**src/hdl/gcf_pkg.sv**
```systemverilog
// Shared types, codes and helpers for the graphics command queue.
package gcf_pkg;

    localparam int CODE_W  = 8;
    localparam int PARAM_W = 32;

    localparam int THRESHOLD_RESET = 127;

    localparam logic [CODE_W-1:0] CMD_STACK_PUSH = 8'h11;
    localparam logic [CODE_W-1:0] CMD_STACK_POP  = 8'h12;

    typedef enum logic [1:0] {
        MODE_PUSH  = 2'd0,
        MODE_POP   = 2'd1,
        MODE_CLEAR = 2'd2
    } mode_t;

    typedef struct packed {
        logic pop_valid;
        logic overflow;
    } stage_flags_t;

    function automatic logic is_stack_cmd(input logic [CODE_W-1:0] code);
        return (code == CMD_STACK_PUSH) || (code == CMD_STACK_POP);
    endfunction

endpackage

```
**src/hdl/gcf_status.sv**
```systemverilog
// Result register: forms the status flags and holds the result beat.
module gcf_status #(
    parameter int QUEUE_DEPTH = 256,
    localparam int LVL_W = $clog2(QUEUE_DEPTH + 1)
) (
    input  logic                         aclk,
    input  logic                         aresetn,
    input  logic                         st_valid,
    input  gcf_pkg::stage_flags_t        st_flags,
    input  logic [LVL_W-1:0]             st_level,
    input  logic [LVL_W-1:0]             st_stack,
    input  logic [gcf_pkg::CODE_W-1:0]   rd_code,
    input  logic [gcf_pkg::PARAM_W-1:0]  rd_param,
    input  logic [LVL_W-1:0]             threshold,
    output logic                         out_ready,
    output logic                         m_valid,
    input  logic                         m_ready,
    output logic                         m_pop_valid,
    output logic [gcf_pkg::CODE_W-1:0]   m_code,
    output logic [gcf_pkg::PARAM_W-1:0]  m_param,
    output logic [LVL_W-1:0]             m_level,
    output logic                         m_low,
    output logic                         m_empty,
    output logic                         m_busy,
    output logic                         m_overflow
);
    import gcf_pkg::*;

    logic                m_valid_reg, m_valid_next;
    logic                pop_valid_reg;
    logic [CODE_W-1:0]   code_reg;
    logic [PARAM_W-1:0]  param_reg;
    logic [LVL_W-1:0]    level_reg;
    logic                low_reg;
    logic                empty_reg;
    logic                busy_reg;
    logic                overflow_reg;

    logic                load;
    logic                dec;
    logic [LVL_W-1:0]    stack_after;

    assign out_ready    = !m_valid_reg || m_ready;
    assign load         = st_valid && out_ready;
    assign m_valid_next = load ? 1'b1 : (m_ready ? 1'b0 : m_valid_reg);

    assign dec         = st_flags.pop_valid && is_stack_cmd(rd_code) && (st_stack != '0);
    assign stack_after = st_stack - LVL_W'(dec);

    always_ff @(posedge aclk) begin
        if (!aresetn) begin
            m_valid_reg <= 1'b0;
        end else begin
            m_valid_reg <= m_valid_next;
        end
    end

    always_ff @(posedge aclk) begin
        if (load) begin
            pop_valid_reg <= st_flags.pop_valid;
            code_reg      <= st_flags.pop_valid ? rd_code : '0;
            param_reg     <= st_flags.pop_valid ? rd_param : '0;
            level_reg     <= st_level;
            low_reg       <= (st_level <= threshold);
            empty_reg     <= (st_level == '0);
            busy_reg      <= (stack_after != '0);
            overflow_reg  <= st_flags.overflow;
        end
    end

    assign m_valid     = m_valid_reg;
    assign m_pop_valid = pop_valid_reg;
    assign m_code      = code_reg;
    assign m_param     = param_reg;
    assign m_level     = level_reg;
    assign m_low       = low_reg;
    assign m_empty     = empty_reg;
    assign m_busy      = busy_reg;
    assign m_overflow  = overflow_reg;

endmodule

```
**config.mk**
```make
export PLATFORM = sky130hd
export DESIGN_NAME = gcf_status
export DESIGN_NICKNAME = d
export VERILOG_FILES = /design/src/hdl/gcf_pkg.sv /design/src/hdl/gcf_status.sv
export SDC_FILE = /design/constraint.sdc
export NUM_CORES = 1
export LEC_CHECK = 0
export ABC_CLOCK_PERIOD_IN_PS = 2500
export BUFFER_PORTS_ARGS = -buffer_cell sky130_fd_sc_hd__buf_2
export CORE_MARGIN = 4
export CORE_UTILIZATION = 44
export CTS_CLUSTER_DIAMETER = 60
export DETAILED_ROUTE_END_ITERATION = 7
export GPL_ROUTABILITY_DRIVEN = 1
export GPL_TIMING_DRIVEN = 0
export PLACE_DENSITY = 0.8
export SETUP_SLACK_MARGIN = 0.5
export SYNTH_ARGS = -nofsm -noshare
export SYNTH_HDL_FRONTEND = slang
export SYNTH_SLANG_ARGS = --single-unit
export TNS_END_PERCENT = 30
```
**constraint.sdc**
```tcl
create_clock -name aclk -period 2.5 [get_ports aclk]
set_clock_uncertainty 0.15 [all_clocks]
set_input_delay 0 -clock aclk [delete_from_list [all_inputs] [get_ports aclk]]
set_output_delay 0 -clock aclk [all_outputs]
set_load 0.05 [all_outputs]
```
==> summary.md <==
| Metric | Value |
|---|---|
| Status | `complete, no violations` |
| Rows | `25` |
| Layout cell share with drive strength beyond 1 | `40.6%` |
| CP Capture Type | `flip-flop` |
| Largest net degree at the start of global routing | `55` |
| Worst-Margin Slew | `0.679 ns` |
| Mapped Cells | `150` |
| DP Area | `2990 µm²` |
| GRT Util Overall | `between 10% and 20%` |
| Synth area leaders | `edfxtp_1 (72%), and2_1 (11%), ha_1 (5.5%)` |
| Number of synthesized register bits | `55` |
| WP data required | `2.41 ns` |
| Crit Path Max Fanout | `10` |
| Global route overflow | `0` |
| Final core occ | `75.7%` |
| DRC | `0` |
| # fillers | `between 200 and 300` |
| Ys async rst share | `0%` |
| DRT Wirelength | `6.19 mm` |
| Worst path slowest cell | `dlygate4sd3_1` |
| Syn_nets | `around 230` |
| Syn Area/Cell | `15.1 µm²` |
| Setup CP Type | `primary input to flip-flop` |
| Via density | `4.60` |
| Number of max-cap violations | `0` |
| Setup TNS Final | `0 ns` |
| Rel. slew slack | `between 50% and 60%` |
| I/O pins | `129` |
| CTS root buffer | `clkbuf_8` |
| Final worst slack | `0.740 ns` |
| Synth area leader | `edfxtp_1` |
| Vias | `between 1500 and 2000` |
| Fin. max-slew vios | `0` |
| CP max stage delay | `0.53 ns` |
| Fmax | `~0.57 GHz` |
| Die W | `about 80 µm` |
| IR drop worst, VDD | `0.297 mV` |
| Sequential fraction of the synthesis area | `72.5%` |
| Pre-CTS WS | `between 0.9 and 1 ns` |
| Final hold vios | `0` |
| P_leak | `1.65 nW` |
| Setup violations, final | `0` |
| Critical path, cell by cell | `dlygate4sd3_1 > buf_2 > buf_4 > and2_4 > nand4_1 > a31oi_1 > ha_1 > xnor2_1 > nand4_1` |
| Antenna cells | `0` |
| Period utilization | `70.4%` |
| Worst min-delay path class | `primary input to flip-flop` |
| Unique masters post-synth | `24` |
| Area grow syn2layout | `62.0%` |
| DRT iter0 DRCs | `73` |
| Crit path launch type | `primary input` |
| Vias in the first global route | `just over 2000` |
| Post-layout min period | `1.76 ns` |
| Nets | `427` |
| Most frequent cells after synthesis | `edfxtp_1 (54), and2_1 (40), inv_1 (11), ha_1 (10), nor2_1 (5)` |
| Worst EP arrival | `1.67 ns` |
| Clock buffer depth | `2` |
| Cts bufs inserted | `5` |
| Post-synthesis cell area | `2260 µm²` |
| Post-CTS Resized | `0` |
| H-tree levels | `2` |
| Final Power | `2.05 mW` |
| Global-route wire length before repair | `9.56 mm` |
| Clock Pin Slew Worst Setup and Hold Paths | `0.09 ns` |
| Antenna violations before repair | `0` |
| Wire per inst | `15.0 µm` |
| I/O Buffers | `128` |
| Post-synth EDFFs | `54` |
| Num Clock Sinks | `55` |
| Die area | `6360 µm²` |
| Area of the core | `4850 µm²` |
| Max reg flops | `32` |
| Most numerous cell on the critical path | `nand4_1` |
| Die Span Y | `79.7 µm` |
| Number of detailed-route iterations in the first pass | `4` |
| Ys flop type | `edfxtp_1` |
| Final instance area | `3670 µm²` |
| PwrDens | `approximately 560 nW/µm²` |
| TritonCTS clock tree | `done` |
| Hpwl dp | `3.82 mm` |
| RSZ-0062 raised after global routing | `no` |
| Clock Latency Late Sink | `0.29 ns` |
| Ys Warns | `0` |
| Area share of the largest cell type after synthesis | `71.6%` |
| Initial Util | `approximately 47%` |
| Most frequent cell after synthesis | `edfxtp_1` |
| Post-CTS Setup Bufs | `0` |
| Final antenna-violating net count | `0` |
| # hold bufs at CTS | `59` |
| Placer's final routability congestion estimate | `0.752` |
[critical path, delay by kind of cell]
family / cells / cell delay (ns)
xor+xnor: 1 / 0.12
fa+ha+maj: 1 / 0.18
buf+inv: 3 / 0.85
compound gates: 1 / 0.17
simple gates: 3 / 0.34
[per-stage QoR]
stage / cells / hold slack (ns)
after floorplan: 150 / -0.0511
after global placement: 345 / 0.0335
after detailed placement: 345 / 0.0351
after CTS: 412 / 0.0456
after global routing: 412 / 0.0714
final: 412 / 0.0510
[cells by family (layout without fill, tap and decap cells)]
group                      count (synthesis)  in the layout  synth area share [%]
DFF                                       55             55                  72.5
buffers and inverters                     15            210                  2.65
adders and majority gates                 10             10                  5.52
and+or+nand+nor                           60             60                  15.7
AOI/OAI and AO/OA                          8              8                  2.87
xor gates and xnor gates                   2              2                 0.774
[layer usage]
layer	vias to the layer above	share of wire, %	global-route usage (%)
li1	919	-	-
met1	876	35	19.6
met2	87	55	39.0
met3	15	7.4	5.64
met4	0	2.5	7.43
met5	-	0	0
[layout by cell type (no fill, tap or decap), types with 2 or more instances in the layout]
cell and n:
ha_1 10, inv_1 11, nand2_1 2, and2_4 2
clkbuf_1 4, nor4_1 3, nor3_1 3, a21oi_1 2
buf_2 128, nand4_1 4, and2_1 39, edfxtp_1 54
nor2_1 5, clkbuf_8 5, dlygate4sd3_1 59
[power breakdown]
part | internal (mW) | switching [mW]
combinational | 0.176 | 0.318
sequential | 1.08 | 0.0139
clock | 0.197 | 0.266
[path summary, 6_finish.rpt]
path,from,to,slack (ns),cells after the start
setup reg to reg,m_valid$_SDFFE_PN0P_,m_param[13]$_SDFFCE_PN0P_,0.98,2
hold / removal,st_stack[0],m_busy$_DFFE_PP_,0.05,4
setup / recovery,st_flags[1],m_busy$_DFFE_PP_,0.74,9
hold reg to reg,m_valid$_SDFFE_PN0P_,m_param[28]$_SDFFCE_PN0P_,0.86,2
[final cells by class]
type / count / area, µm² / share of cell area [%]
clock inverters: 2 / 12.5 / 0.341
clock buffers: 6 / 72.6 / 1.98
well taps: 67 / 83.8 / 2.28
flip-flops and latches: 55 / 1640 / 44.7
repair buffers: 187 / 1230 / 33.5
inverters: 11 / 41.3 / 1.13
plain buffers: 4 / 18.8 / 0.511
multi-input cells: 80 / 568 / 15.5
No activity file was read; power rests on OpenSTA's default activity.
