<file path="config.mk">
export PLATFORM = sky130hd
export DESIGN_NAME = gcf_ctrl
export DESIGN_NICKNAME = d
export VERILOG_FILES = /design/src/hdl/gcf_pkg.sv /design/src/hdl/gcf_ctrl.sv
export SDC_FILE = /design/constraint.sdc
export NUM_CORES = 1
export LEC_CHECK = 0
export BUFFER_PORTS_ARGS = -buffer_cell sky130_fd_sc_hd__buf_2
export CAP_MARGIN = 20
export CORE_MARGIN = 2
export CORE_UTILIZATION = 56
export DETAILED_ROUTE_END_ITERATION = 7
export GPL_ROUTABILITY_DRIVEN = 0
export PLACE_DENSITY_LB_ADDON = 0.08
export SYNTH_ARGS = -nofsm -noshare
export SYNTH_HDL_FRONTEND = slang
export SYNTH_SLANG_ARGS = --single-unit
</file>
<file path="constraint.sdc">
create_clock -name aclk -period 3.7 [get_ports aclk]
set_input_delay 0.555 -clock aclk [delete_from_list [all_inputs] [get_ports aclk]]
set_output_delay 0.555 -clock aclk [all_outputs]
set_load 0.05 [all_outputs]
</file>
<file path="src/hdl/gcf_pkg.sv">
// Shared types, codes and helpers for the graphics command queue.
package gcf_pkg;

    localparam int CODE_W  = 8;
    localparam int PARAM_W = 32;

    localparam int THRESHOLD_RESET = 127;

    localparam logic [CODE_W-1:0] CMD_STACK_PUSH = 8'h11;
    localparam logic [CODE_W-1:0] CMD_STACK_POP  = 8'h12;

    typedef enum logic [1:0] {
        MODE_PUSH  = 2'd0,
        MODE_POP   = 2'd1,
        MODE_CLEAR = 2'd2
    } mode_t;

    typedef struct packed {
        logic pop_valid;
        logic overflow;
    } stage_flags_t;

    function automatic logic is_stack_cmd(input logic [CODE_W-1:0] code);
        return (code == CMD_STACK_PUSH) || (code == CMD_STACK_POP);
    endfunction

endpackage

</file>
<file path="src/hdl/gcf_ctrl.sv">
// Queue pointers, counters and the input stage register.
module gcf_ctrl #(
    parameter int QUEUE_DEPTH = 256,
    localparam int PTR_W = $clog2(QUEUE_DEPTH),
    localparam int LVL_W = $clog2(QUEUE_DEPTH + 1)
) (
    input  logic                        aclk,
    input  logic                        aresetn,
    input  logic                        s_valid,
    output logic                        s_ready,
    input  gcf_pkg::mode_t              mode,
    input  logic [gcf_pkg::CODE_W-1:0]  code,
    input  logic [gcf_pkg::CODE_W-1:0]  rd_code,
    input  logic                        out_ready,
    output logic                        wr_en,
    output logic [PTR_W-1:0]            wr_addr,
    output logic                        rd_en,
    output logic [PTR_W-1:0]            rd_addr,
    output logic                        st_valid,
    output gcf_pkg::stage_flags_t       st_flags,
    output logic [LVL_W-1:0]            st_level,
    output logic [LVL_W-1:0]            st_stack
);
    import gcf_pkg::*;

    logic [PTR_W-1:0] rd_ptr_reg, rd_ptr_next;
    logic [PTR_W-1:0] wr_ptr_reg, wr_ptr_next;
    logic [LVL_W-1:0] count_reg, count_next;
    logic [LVL_W-1:0] stack_reg, stack_next;
    logic             pend_reg, pend_next;
    logic             st_valid_reg, st_valid_next;
    stage_flags_t     st_flags_reg, flags_next;
    logic [LVL_W-1:0] st_level_reg;
    logic [LVL_W-1:0] st_stack_reg;

    logic             accept;
    logic             full;
    logic             empty;
    logic             dec;
    logic [LVL_W-1:0] stack_eff;

    function automatic logic [PTR_W-1:0] advance(input logic [PTR_W-1:0] ptr);
        return (ptr == PTR_W'(QUEUE_DEPTH - 1)) ? '0 : ptr + 1'b1;
    endfunction

    assign s_ready = !st_valid_reg || out_ready;
    assign accept  = s_valid && s_ready;
    assign full    = (count_reg == LVL_W'(QUEUE_DEPTH));
    assign empty   = (count_reg == '0);

    // apply the stack decrement of the pop taken last cycle, now that its code is read
    assign dec       = pend_reg && is_stack_cmd(rd_code) && (stack_reg != '0);
    assign stack_eff = stack_reg - LVL_W'(dec);

    always_comb begin
        rd_ptr_next = rd_ptr_reg;
        wr_ptr_next = wr_ptr_reg;
        count_next  = count_reg;
        stack_next  = stack_eff;
        flags_next  = '0;
        wr_en       = 1'b0;
        rd_en       = 1'b0;
        if (accept) begin
            case (mode)
                MODE_PUSH: begin
                    if (full) begin
                        flags_next.overflow = 1'b1;
                    end else begin
                        wr_en       = 1'b1;
                        wr_ptr_next = advance(wr_ptr_reg);
                        count_next  = count_reg + 1'b1;
                        if (is_stack_cmd(code)) begin
                            stack_next = stack_eff + 1'b1;
                        end
                    end
                end
                MODE_POP: begin
                    if (!empty) begin
                        rd_en                = 1'b1;
                        flags_next.pop_valid = 1'b1;
                        rd_ptr_next          = advance(rd_ptr_reg);
                        count_next           = count_reg - 1'b1;
                    end
                end
                MODE_CLEAR: begin
                    rd_ptr_next = '0;
                    wr_ptr_next = '0;
                    count_next  = '0;
                    stack_next  = '0;
                end
                default: begin
                end
            endcase
        end
    end

    assign pend_next     = rd_en;
    assign st_valid_next = accept ? 1'b1 : (out_ready ? 1'b0 : st_valid_reg);

    always_ff @(posedge aclk) begin
        if (!aresetn) begin
            rd_ptr_reg   <= '0;
            wr_ptr_reg   <= '0;
            count_reg    <= '0;
            stack_reg    <= '0;
            pend_reg     <= 1'b0;
            st_valid_reg <= 1'b0;
        end else begin
            rd_ptr_reg   <= rd_ptr_next;
            wr_ptr_reg   <= wr_ptr_next;
            count_reg    <= count_next;
            stack_reg    <= stack_next;
            pend_reg     <= pend_next;
            st_valid_reg <= st_valid_next;
        end
    end

    always_ff @(posedge aclk) begin
        if (accept) begin
            st_flags_reg <= flags_next;
            st_level_reg <= count_next;
            st_stack_reg <= stack_next;
        end
    end

    assign wr_addr  = wr_ptr_reg;
    assign rd_addr  = rd_ptr_reg;
    assign st_valid = st_valid_reg;
    assign st_flags = st_flags_reg;
    assign st_level = st_level_reg;
    assign st_stack = st_stack_reg;

    a_count_bound: assert property (@(posedge aclk) disable iff (!aresetn)
        count_reg <= LVL_W'(QUEUE_DEPTH))
        else $error("entry count above queue depth");

    a_stack_bound: assert property (@(posedge aclk) disable iff (!aresetn)
        stack_eff <= count_reg)
        else $error("stack command count above entry count");

    a_overflow_hold: assert property (@(posedge aclk) disable iff (!aresetn)
        accept && (mode == MODE_PUSH) && full
        |=> (count_reg == $past(count_reg)) && (wr_ptr_reg == $past(wr_ptr_reg)))
        else $error("dropped push changed queue state");

    a_stage_hold: assert property (@(posedge aclk) disable iff (!aresetn)
        st_valid_reg && !out_ready |=> st_valid_reg && $stable(st_level_reg))
        else $error("stage lost while output stalled");

endmodule

</file>
==> impl_metrics.ini, run 1 <==
[sta]
rsz0062_at_grt = false
post-route-period-util_pct = 81.5
min_period_ns = 3.01
setup_viol = 0
tightestPinTransition_ns = 0.874
clock_skew_ns = 0.0170
slew_viol_final = 0
setup_tns_ns = 0
hold_violations = 0
fmax_ghz = 0.332
max_slew_margin_pct = 41.3

[synth]
synth_top_area_cell = dfxtp_1
synth_fp_nets = 404
synth_edf_count = 20
synthTopCellsByArea = dfxtp_1 22%, edfxtp_1 18%, nand2_1 4.1%, nor3_1 4.1%, a21oi_1 3.5%
synth_top_cell_area_share_pct = 21.7
synth_top_cells_by_count = 36 x dfxtp_1, 36 x nand2_1, 27 x nor3_1
syn_avg_cell_area_um2 = 8.87
synth_area_um2 = 3320
syn_inst = 375
ys_ff_latch = 56
ys_warn_count = 0
async_reset_ff_share_pct = 0
ys_seq_area_share_pct = 39.7
ys.flop_type = dfxtp_1
synth_cell_types = 68

[floorplanning]
die_x_um = 81.1
die_h_um = 81.1
rows = 28
die-area_um2 = 6570
start_util_pct = 57.2
io_pins = 62
coreArea_um2 = 5820

[finish]
nNetsFinal = 456
fillCellCount = 502
regArea_um2 = 1320
n_antenna_cell = 0
area_growth_pct = 13.0
drive_above_1_share_pct = 20.8
multiInputGateArea_um2 = 1880
finalNonFillerCells = 503

[clock_network]
cts.sinks = 56
postCtsSetupBuffers = 0
clock_path_buffers = 2
cts_tree = built
clock_latency_ns = 0.32
cts-root-buf = clkbuf_8
cts_htree_levels = 2
cts_hold_buf = 0
numCtsBuffers = 5
cts_resized = 0
cts.clk_slew.worst_paths_ns = 0.11

[grt]
track_usage_pct = 25.6
grt_pass1_vias = 2714
antenna_found_initial = 0
grt_max_degree = 29
overflow = 0
grt_pass1_wl_um = 13100

[detailed_routing]
ant_nets = 0
drcViolationCount = 0
drt-pass1-iter-count = 4
vias = 3018
drt_iter0_drc = 253
wire_per_inst_um = 15.9
detail_route.vias_per_cell = 6.00
routed_wl_um = 7970

[worst_setup_path]
required_ns = 3.73
path_class = reg -> reg
cp-start-kind = flop
end_kind = flop
crit_arrival_ns = 3.05
path_max_fanout = 15

[hold_path]
min_path_type = reg -> reg

[placed_design]
dp_cells = 495
dp_hpwl_um = 5870
io_buffers = 61

[status]
status = finished, final reports clean

[pwr]
vdd_drop_max_mv = 0.200
p_per_area_nw_per_um2 = 320
leakage_uw = 0.00151

[run]
maxCapViolCount = 0
worst max-delay path, cell delays in order, from the launching register on:
cell and delay, ns:
dfxtp_1 0.64, nor4_1 0.16, a31oi_1 0.25, ha_1 0.25, or4b_1 0.61, nor4_4 0.22, or2_0 0.18, nor4b_1 0.35
nor3_1 0.08
metrics by stage:
stage / worst slack [ns] / total power, uW / hold slack (ns) / utilization [%] / area [um2]
2_1_floorplan: 0.465 / 822 / 0.577 / - / 3320
3_3_place_gp: 0.519 / 876 / 0.486 / 63.1 / 3670
3_5_place_dp: 0.419 / 878 / 0.498 / 63.1 / 3670
4_1_cts: 0.714 / 1200 / 0.512 / 64.6 / 3760
5_1_grt: 0.471 / 1240 / 0.549 / 64.6 / 3760
6_report: 0.685 / 1200 / 0.513 / 64.6 / 3760
layer usage:
metal | share of wire, % | GRT usage (%)
met2 | 45 | 41.4
met4 | 1.7 | 7.63
met5 | 0 | 0
met3 | 6.3 | 4.56
met1 | 47 | 35.2
logic make-up after synthesis:
group           count (synthesis)  synth area share (%)
compound gates                 87                  18.8
xor+xnor                       19                  5.01
fa+ha+maj                       7                  2.63
buf+inv                        32                  3.88
flops                          56                  39.7
mux                             6                  1.84
simple gates                  168                  28.1
final cells by class:
class / instances / area share, %
clock buffer: 7 / 2.03
sequential: 56 / 35.2
timing repair buffer: 64 / 8.73
clock inverter: 1 / 0.233
multi-input combinational: 287 / 50.0
tap: 75 / 2.50
inverter: 13 / 1.30
power breakdown:
group	switching [uW]	leakage, uW	total (uW)	internal, uW
clock	200	0.0000424	336	136
combinational	144	0.000973	200	55.2
sequential	10.9	0.000493	666	655
total	355	0.00151	1200	846
final timing paths:
kind                                                end  slack, ns  depth (start not counted)               startpoint
worst max-delay path              st_stack[6]$_DFFE_PP_       0.69                          8  stack_reg[5]$_SDFF_PN0_
worst min register to register  rd_addr[3]$_SDFFE_PN0P_       0.51                          2  rd_addr[3]$_SDFFE_PN0P_
worst max register to register    st_stack[6]$_DFFE_PP_       0.69                          8  stack_reg[5]$_SDFF_PN0_
worst min-delay path            rd_addr[3]$_SDFFE_PN0P_       0.51                          2  rd_addr[3]$_SDFFE_PN0P_
layout by cell type, fill, tap and decap left out, drive strengths merged, types with 9 or more instances in the layout:
cell,count
nor2,26
nor3,28
inv,10
o21ai,10
xnor2,10
nand3,16
and2,10
nand2,36
dfxtp,36
xor2,9
a21oi,23
edfxtp,20
buf,64
No activity file was read; power rests on OpenSTA's default activity.
==> inputs of run 2 (changes only) <==
==> constraint.sdc (replaced) <==
create_clock -name aclk -period 3.12 [get_ports aclk]
set_input_delay 0.468 -clock aclk [delete_from_list [all_inputs] [get_ports aclk]]
set_output_delay 0.468 -clock aclk [all_outputs]
set_load 0.05 [all_outputs]
==> impl_metrics.ini, run 2 (synthesis results as in run 1) <==
[detailed_routing]
drt_iter0_drc = 253
vias = 3097
wire_per_inst_um = 15.6
routed_wl_um = 8010
drcViolationCount = 0
detail_route.vias_per_cell = 6.05
ant_nets = 0
drt-pass1-iter-count = 4

[pwr]
power.total_uw = 1430
vdd_drop_max_mv = 0.188
p_per_area_nw_per_um2 = 374
seqPwrFrac_pct = 55.3
pwr-share-clk_pct = 28.0
p_comb_share_pct = 16.8
intPower_uw = 1000
power_switching_uw = 426
p_sw_share_pct = 29.8
leakage_uw = 0.00156

[clock_network]
cts-root-buf = clkbuf_8
clock_path_buffers = 2
numCtsBuffers = 5
cts_htree_levels = 2
cts.sinks = 56
postCtsSetupBuffers = 0
cts_tree = built
cts_resized = 0
cts_hold_buf = 0
clock_latency_ns = 0.32
cts.clk_slew.worst_paths_ns = 0.11

[worst_setup_path]
crit_chain = nor4_1 -> a31oi_1 -> ha_1 -> or4b_1 -> nor4_4 -> or2_0 -> nor4b_1 -> nor3_1
max_stage_delay_ns = 0.61
path_class = reg -> reg
required_ns = 3.16
cp-start-kind = flop
end_kind = flop
crit_slowest_cell = or4b_1
reg2reg_slack_ns = 0.16
path_max_fanout = 9
crit_arrival_ns = 3.00

[floorplanning]
die_x_um = 81.1
die_h_um = 81.1
start_util_pct = 57.2
die-area_um2 = 6570
rows = 28
io_pins = 62
coreArea_um2 = 5820

[sta]
setup_viol = 0
tightestPinTransition_ns = 0.843
fmax_ghz = 0.338
clock_skew_ns = 0.0167
min_period_ns = 2.96
hold_violations = 0
post-route-period-util_pct = 94.9
slew_viol_final = 0
max_slew_margin_pct = 43.4
rsz0062_at_grt = false
whs_ns = 0.480

[placed_design]
dp_hpwl_um = 5930
io_buffers = 61

[grt]
grt_max_degree = 23
grt_pass1_vias = 2571
grt_pass1_wl_um = 12400
antenna_found_initial = 0
gr-max-usage-layer = met2
grtUsageMet3_pct = 3.56
track_usage_pct = 24.5
gr-usage-met1_pct = 35.5
grtUsageMet2_pct = 37.2
overflow = 0

[finish]
final_common_cell = buf_2
drive_above_1_share_pct = 22.7
regArea_um2 = 1320
nNetsFinal = 465
n_antenna_cell = 0
multiInputGateArea_um2 = 1880
area_growth_pct = 15.0
fillCellCount = 509
final_cell_mix = 61 x buf_2, 36 x nand2_1, 36 x dfxtp_1

[hold_path]
min_path_type = in -> reg

[run]
maxCapViolCount = 0

[status]
status = finished, final reports clean
-- run 2: worst paths after layout --
check / end / cells after the start / startpoint
worst max-delay path: st_stack[6]$_DFFE_PP_ / 8 / stack_reg[4]$_SDFF_PN0_
worst min-delay path: count_reg[4]$_SDFF_PN0_ / 2 / aresetn
worst max register to register: st_stack[6]$_DFFE_PP_ / 8 / stack_reg[4]$_SDFF_PN0_
worst min register to register: wr_addr[0]$_SDFFE_PN0P_ / 2 / wr_addr[0]$_SDFFE_PN0P_
-- run 2: layer usage --
metal | vias to the layer above | part of all wire [%]
li1 | 1525 | -
met3 | 14 | 7.2
met1 | 1436 | 46
met4 | 0 | 1.7
met5 | - | 0
met2 | 122 | 45
-- run 2: final cells by class --
class | count | area share, %
Sequential cell | 56 | 34.6
Tap cell | 75 | 2.45
Clock buffer | 6 | 1.90
Clock inverter | 2 | 0.262
Inverter | 13 | 1.31
Timing Repair Buffer | 73 | 10.3
Multi-Input combinational cell | 287 | 49.2
-- run 2: worst max-delay path: cells and delay by family (launching register included) --
family,cells,cell delay (ns)
compound gates,1,0.24
fa+ha+maj,1,0.20
flops,1,0.55
simple gates,6,1.68
-- run 2: power groups by stage --
stage	Combinational [uW]	Clock, uW	Sequential, uW
after floorplan	110	0	865
after global placement	236	0	806
after detailed placement	238	0	806
after CTS	239	404	790
after global routing	255	425	793
final	239	399	790
-- run 2: metrics by stage --
stage	worst slack, ns	instances	util (%)	setup TNS (ns)	area, um2
after floorplan	0.102	375	-	0	3330
after CTS	0.260	512	65.7	0	3820
final	0.160	512	65.7	0	3820
after detailed placement	-0.0308	504	64.3	-0.0498	3740
after global placement	0.0870	504	64.3	0	3740
after global routing	0.0658	512	65.7	0	3820
==> inputs of run 3 (changes only) <==
--- a/config.mk
+++ b/config.mk
@@ -5,13 +5,14 @@
 export SDC_FILE = /design/constraint.sdc
 export NUM_CORES = 1
 export LEC_CHECK = 0
+export ABC_AREA = 1
 export BUFFER_PORTS_ARGS = -buffer_cell sky130_fd_sc_hd__buf_2
 export CAP_MARGIN = 20
 export CORE_MARGIN = 2
 export CORE_UTILIZATION = 56
 export DETAILED_ROUTE_END_ITERATION = 7
 export GPL_ROUTABILITY_DRIVEN = 0
-export PLACE_DENSITY_LB_ADDON = 0.08
+export PLACE_DENSITY = 0.81
 export SYNTH_ARGS = -nofsm -noshare
 export SYNTH_HDL_FRONTEND = slang
 export SYNTH_SLANG_ARGS = --single-unit
==> impl_metrics.ini, run 3 <==
[clock_network]
clock_latency_ns = 0.30
cts_hold_buf = 0
cts.clk_slew.worst_paths_ns = 0.09
cts.sinks = 56
cts_htree_levels = 2
numCtsBuffers = 5
clock_path_buffers = 2
postCtsSetupBuffers = 0
cts-root-buf = clkbuf_8
cts_tree = built
cts_resized = 0

[placed_design]
dp_hpwl_um = 5570
dpl_worst_slack_ns = 0.540
dp_cells = 573
io_buffers = 61

[worst_setup_path]
crit_slowest_cell = dfxtp_1
required_ns = 3.19
crit_chain = nor2_1 -> nand3_1 -> nor4_1 -> a21oi_1 -> ha_1 -> xnor2_1 -> inv_1 -> ha_1 -> inv_1 -> nor3_1 -> nand3_1 -> nand3_1 -> inv_1
cp-start-kind = flop
path_buf_inv = 3
end_kind = flop
path_max_fanout = 4
crit_arrival_ns = 2.61
cp_top_family = simple AND/OR/NAND/NOR gates
path_class = reg -> reg
max_stage_delay_ns = 0.34

[sta]
rsz0062_at_grt = false
slew_viol_final = 0
hold_violations = 0
clock_skew_ns = 0.00395
setup_tns_ns = 0
max_slew_margin_pct = 61.3
tightestPinTransition_ns = 0.576
setup_viol = 0
min_period_ns = 2.53
fin_ws_ns = 0.585
post-route-period-util_pct = 81.2
fmax_ghz = 0.394

[synth]
syn_inst = 443
ys_seq_area_share_pct = 40.0
async_reset_ff_share_pct = 0
synth_area_um2 = 3300
ys_ff_latch = 56
synth_edf_count = 20
synthTopCellsByArea = dfxtp_1 22%, edfxtp_1 18%, nand2_1 11%, nand3_1 6.8%, inv_1 6.5%
ys.flop_type = dfxtp_1
synth_fp_nets = 472
syn_avg_cell_area_um2 = 7.45
ys_warn_count = 0
synth_cell_types = 42
synth_top_cells_by_count = 100 x nand2_1, 57 x inv_1, 56 x nor2_1
synth_most_common_cell = nand2_1
synth_top_cell_area_share_pct = 21.8
synth_top_area_cell = dfxtp_1

[finish]
drive_above_1_share_pct = 21.0
finalNonFillerCells = 581
n_antenna_cell = 0
utilization_pct = 67.1
area_growth_pct = 14.0
nNetsFinal = 537
final_common_cell = nand2_1
final_cell_mix = 100 x nand2_1, 61 x buf_2, 57 x inv_1

[grt]
grt_pass1_vias = 2782
track_usage_pct = 24.2
grt_max_degree = 19
overflow = 0
antenna_found_initial = 0
grt_pass1_wl_um = 12400

[detailed_routing]
detail_route.vias_per_cell = 5.34
drt_iter0_drc = 203
vias = 3101
ant_nets = 0
wire_per_inst_um = 12.5
routed_wl_um = 7280
drt-pass1-iter-count = 4
drcViolationCount = 0

[floorplanning]
rows = 27
die_x_um = 80.8
die_h_um = 80.8
die-area_um2 = 6520
io_pins = 62
start_util_pct = 58.8
coreArea_um2 = 5610

[status]
status = finished, final reports clean

[pwr]
p_per_area_nw_per_um2 = 410
leakage_uw = 0.00178
vdd_drop_max_mv = 0.284

[run]
maxCapViolCount = 0

[hold_path]
min_path_type = in -> reg
run 3: changes by cell type in the layout (fill, tap and decap cells not counted), moves of 8 or more:
cell and change:
and2_1 -9, nand3_1 +30, nor2_1 +30, nand4_1 +10, xnor2_1 -8, nor3_1 -19
nand2_1 +64, buf_4 -11, inv_1 +49
run 3: layer usage:
layer	vias to the layer above	track usage [%]	part of all wire [%]
met5	-	0	0
met4	0	7.80	1.9
met3	14	4.11	6.6
met2	121	38.3	46
met1	1389	34.1	46
li1	1577	-	-
run 3: stage by stage:
| stage | hold slack, ns | total power [uW] | area [um2] |
|---|---|---|---|
| 2_1_floorplan | 0.479 | 1070 | 3300 |
| 3_3_place_gp | 0.455 | 1140 | 3670 |
| 5_1_grt | 0.486 | 1610 | 3760 |
| 3_5_place_dp | 0.464 | 1150 | 3670 |
| 6_report | 0.457 | 1540 | 3760 |
| 4_1_cts | 0.452 | 1550 | 3760 |
run 3: cell families (layout without fill, tap and decap cells):
group | count (synthesis) | in the layout | synth area share (%)
AND/OR/NAND/NOR | 252 | 252 | 37.4
buffers and inverters | 73 | 139 | 9.10
flip-flops | 56 | 56 | 40.0
AO/OA/AOI/OAI | 45 | 45 | 8.15
XOR/XNOR | 10 | 10 | 2.65
adder cells (fa/ha/maj) | 7 | 7 | 2.65
run 3: final timing paths:
check                     startpoint                       to  slack (ns)  cells past startpoint
max          stack_reg[5]$_SDFF_PN0_    st_stack[8]$_DFFE_PP_        0.59                     13
min                          aresetn  rd_addr[5]$_SDFFE_PN0P_        0.46                      3
max reg2reg  stack_reg[5]$_SDFF_PN0_    st_stack[8]$_DFFE_PP_        0.59                     13
min reg2reg  rd_addr[4]$_SDFFE_PN0P_  rd_addr[4]$_SDFFE_PN0P_        0.48                      2
run 3: worst reg2reg max path, delay by kind of cell (launching register included):
kind	cells	cell delay, ns
AOI/OAI and AO/OA	1	0.13
xor gates and xnor gates	1	0.17
adders and majority gates	2	0.39
buffers and inverters	3	0.20
DFF	1	0.34
and+or+nand+nor	6	1.08
run 3: layout make-up:
cell class	instances	area, um2
flip-flops and latches	56	1320
clock inverters	1	6.26
multi-input cells	314	1680
well taps	72	90.1
fillers	509	1850
repair buffers	62	313
inverters	69	267
clock buffers	7	86.3
run 3: power by group:
group          switching [uW]  leakage [uW]  internal [uW]
combinational             236       0.00123           87.9
sequential               20.7      0.000494            787
clock                     227     0.0000488            182
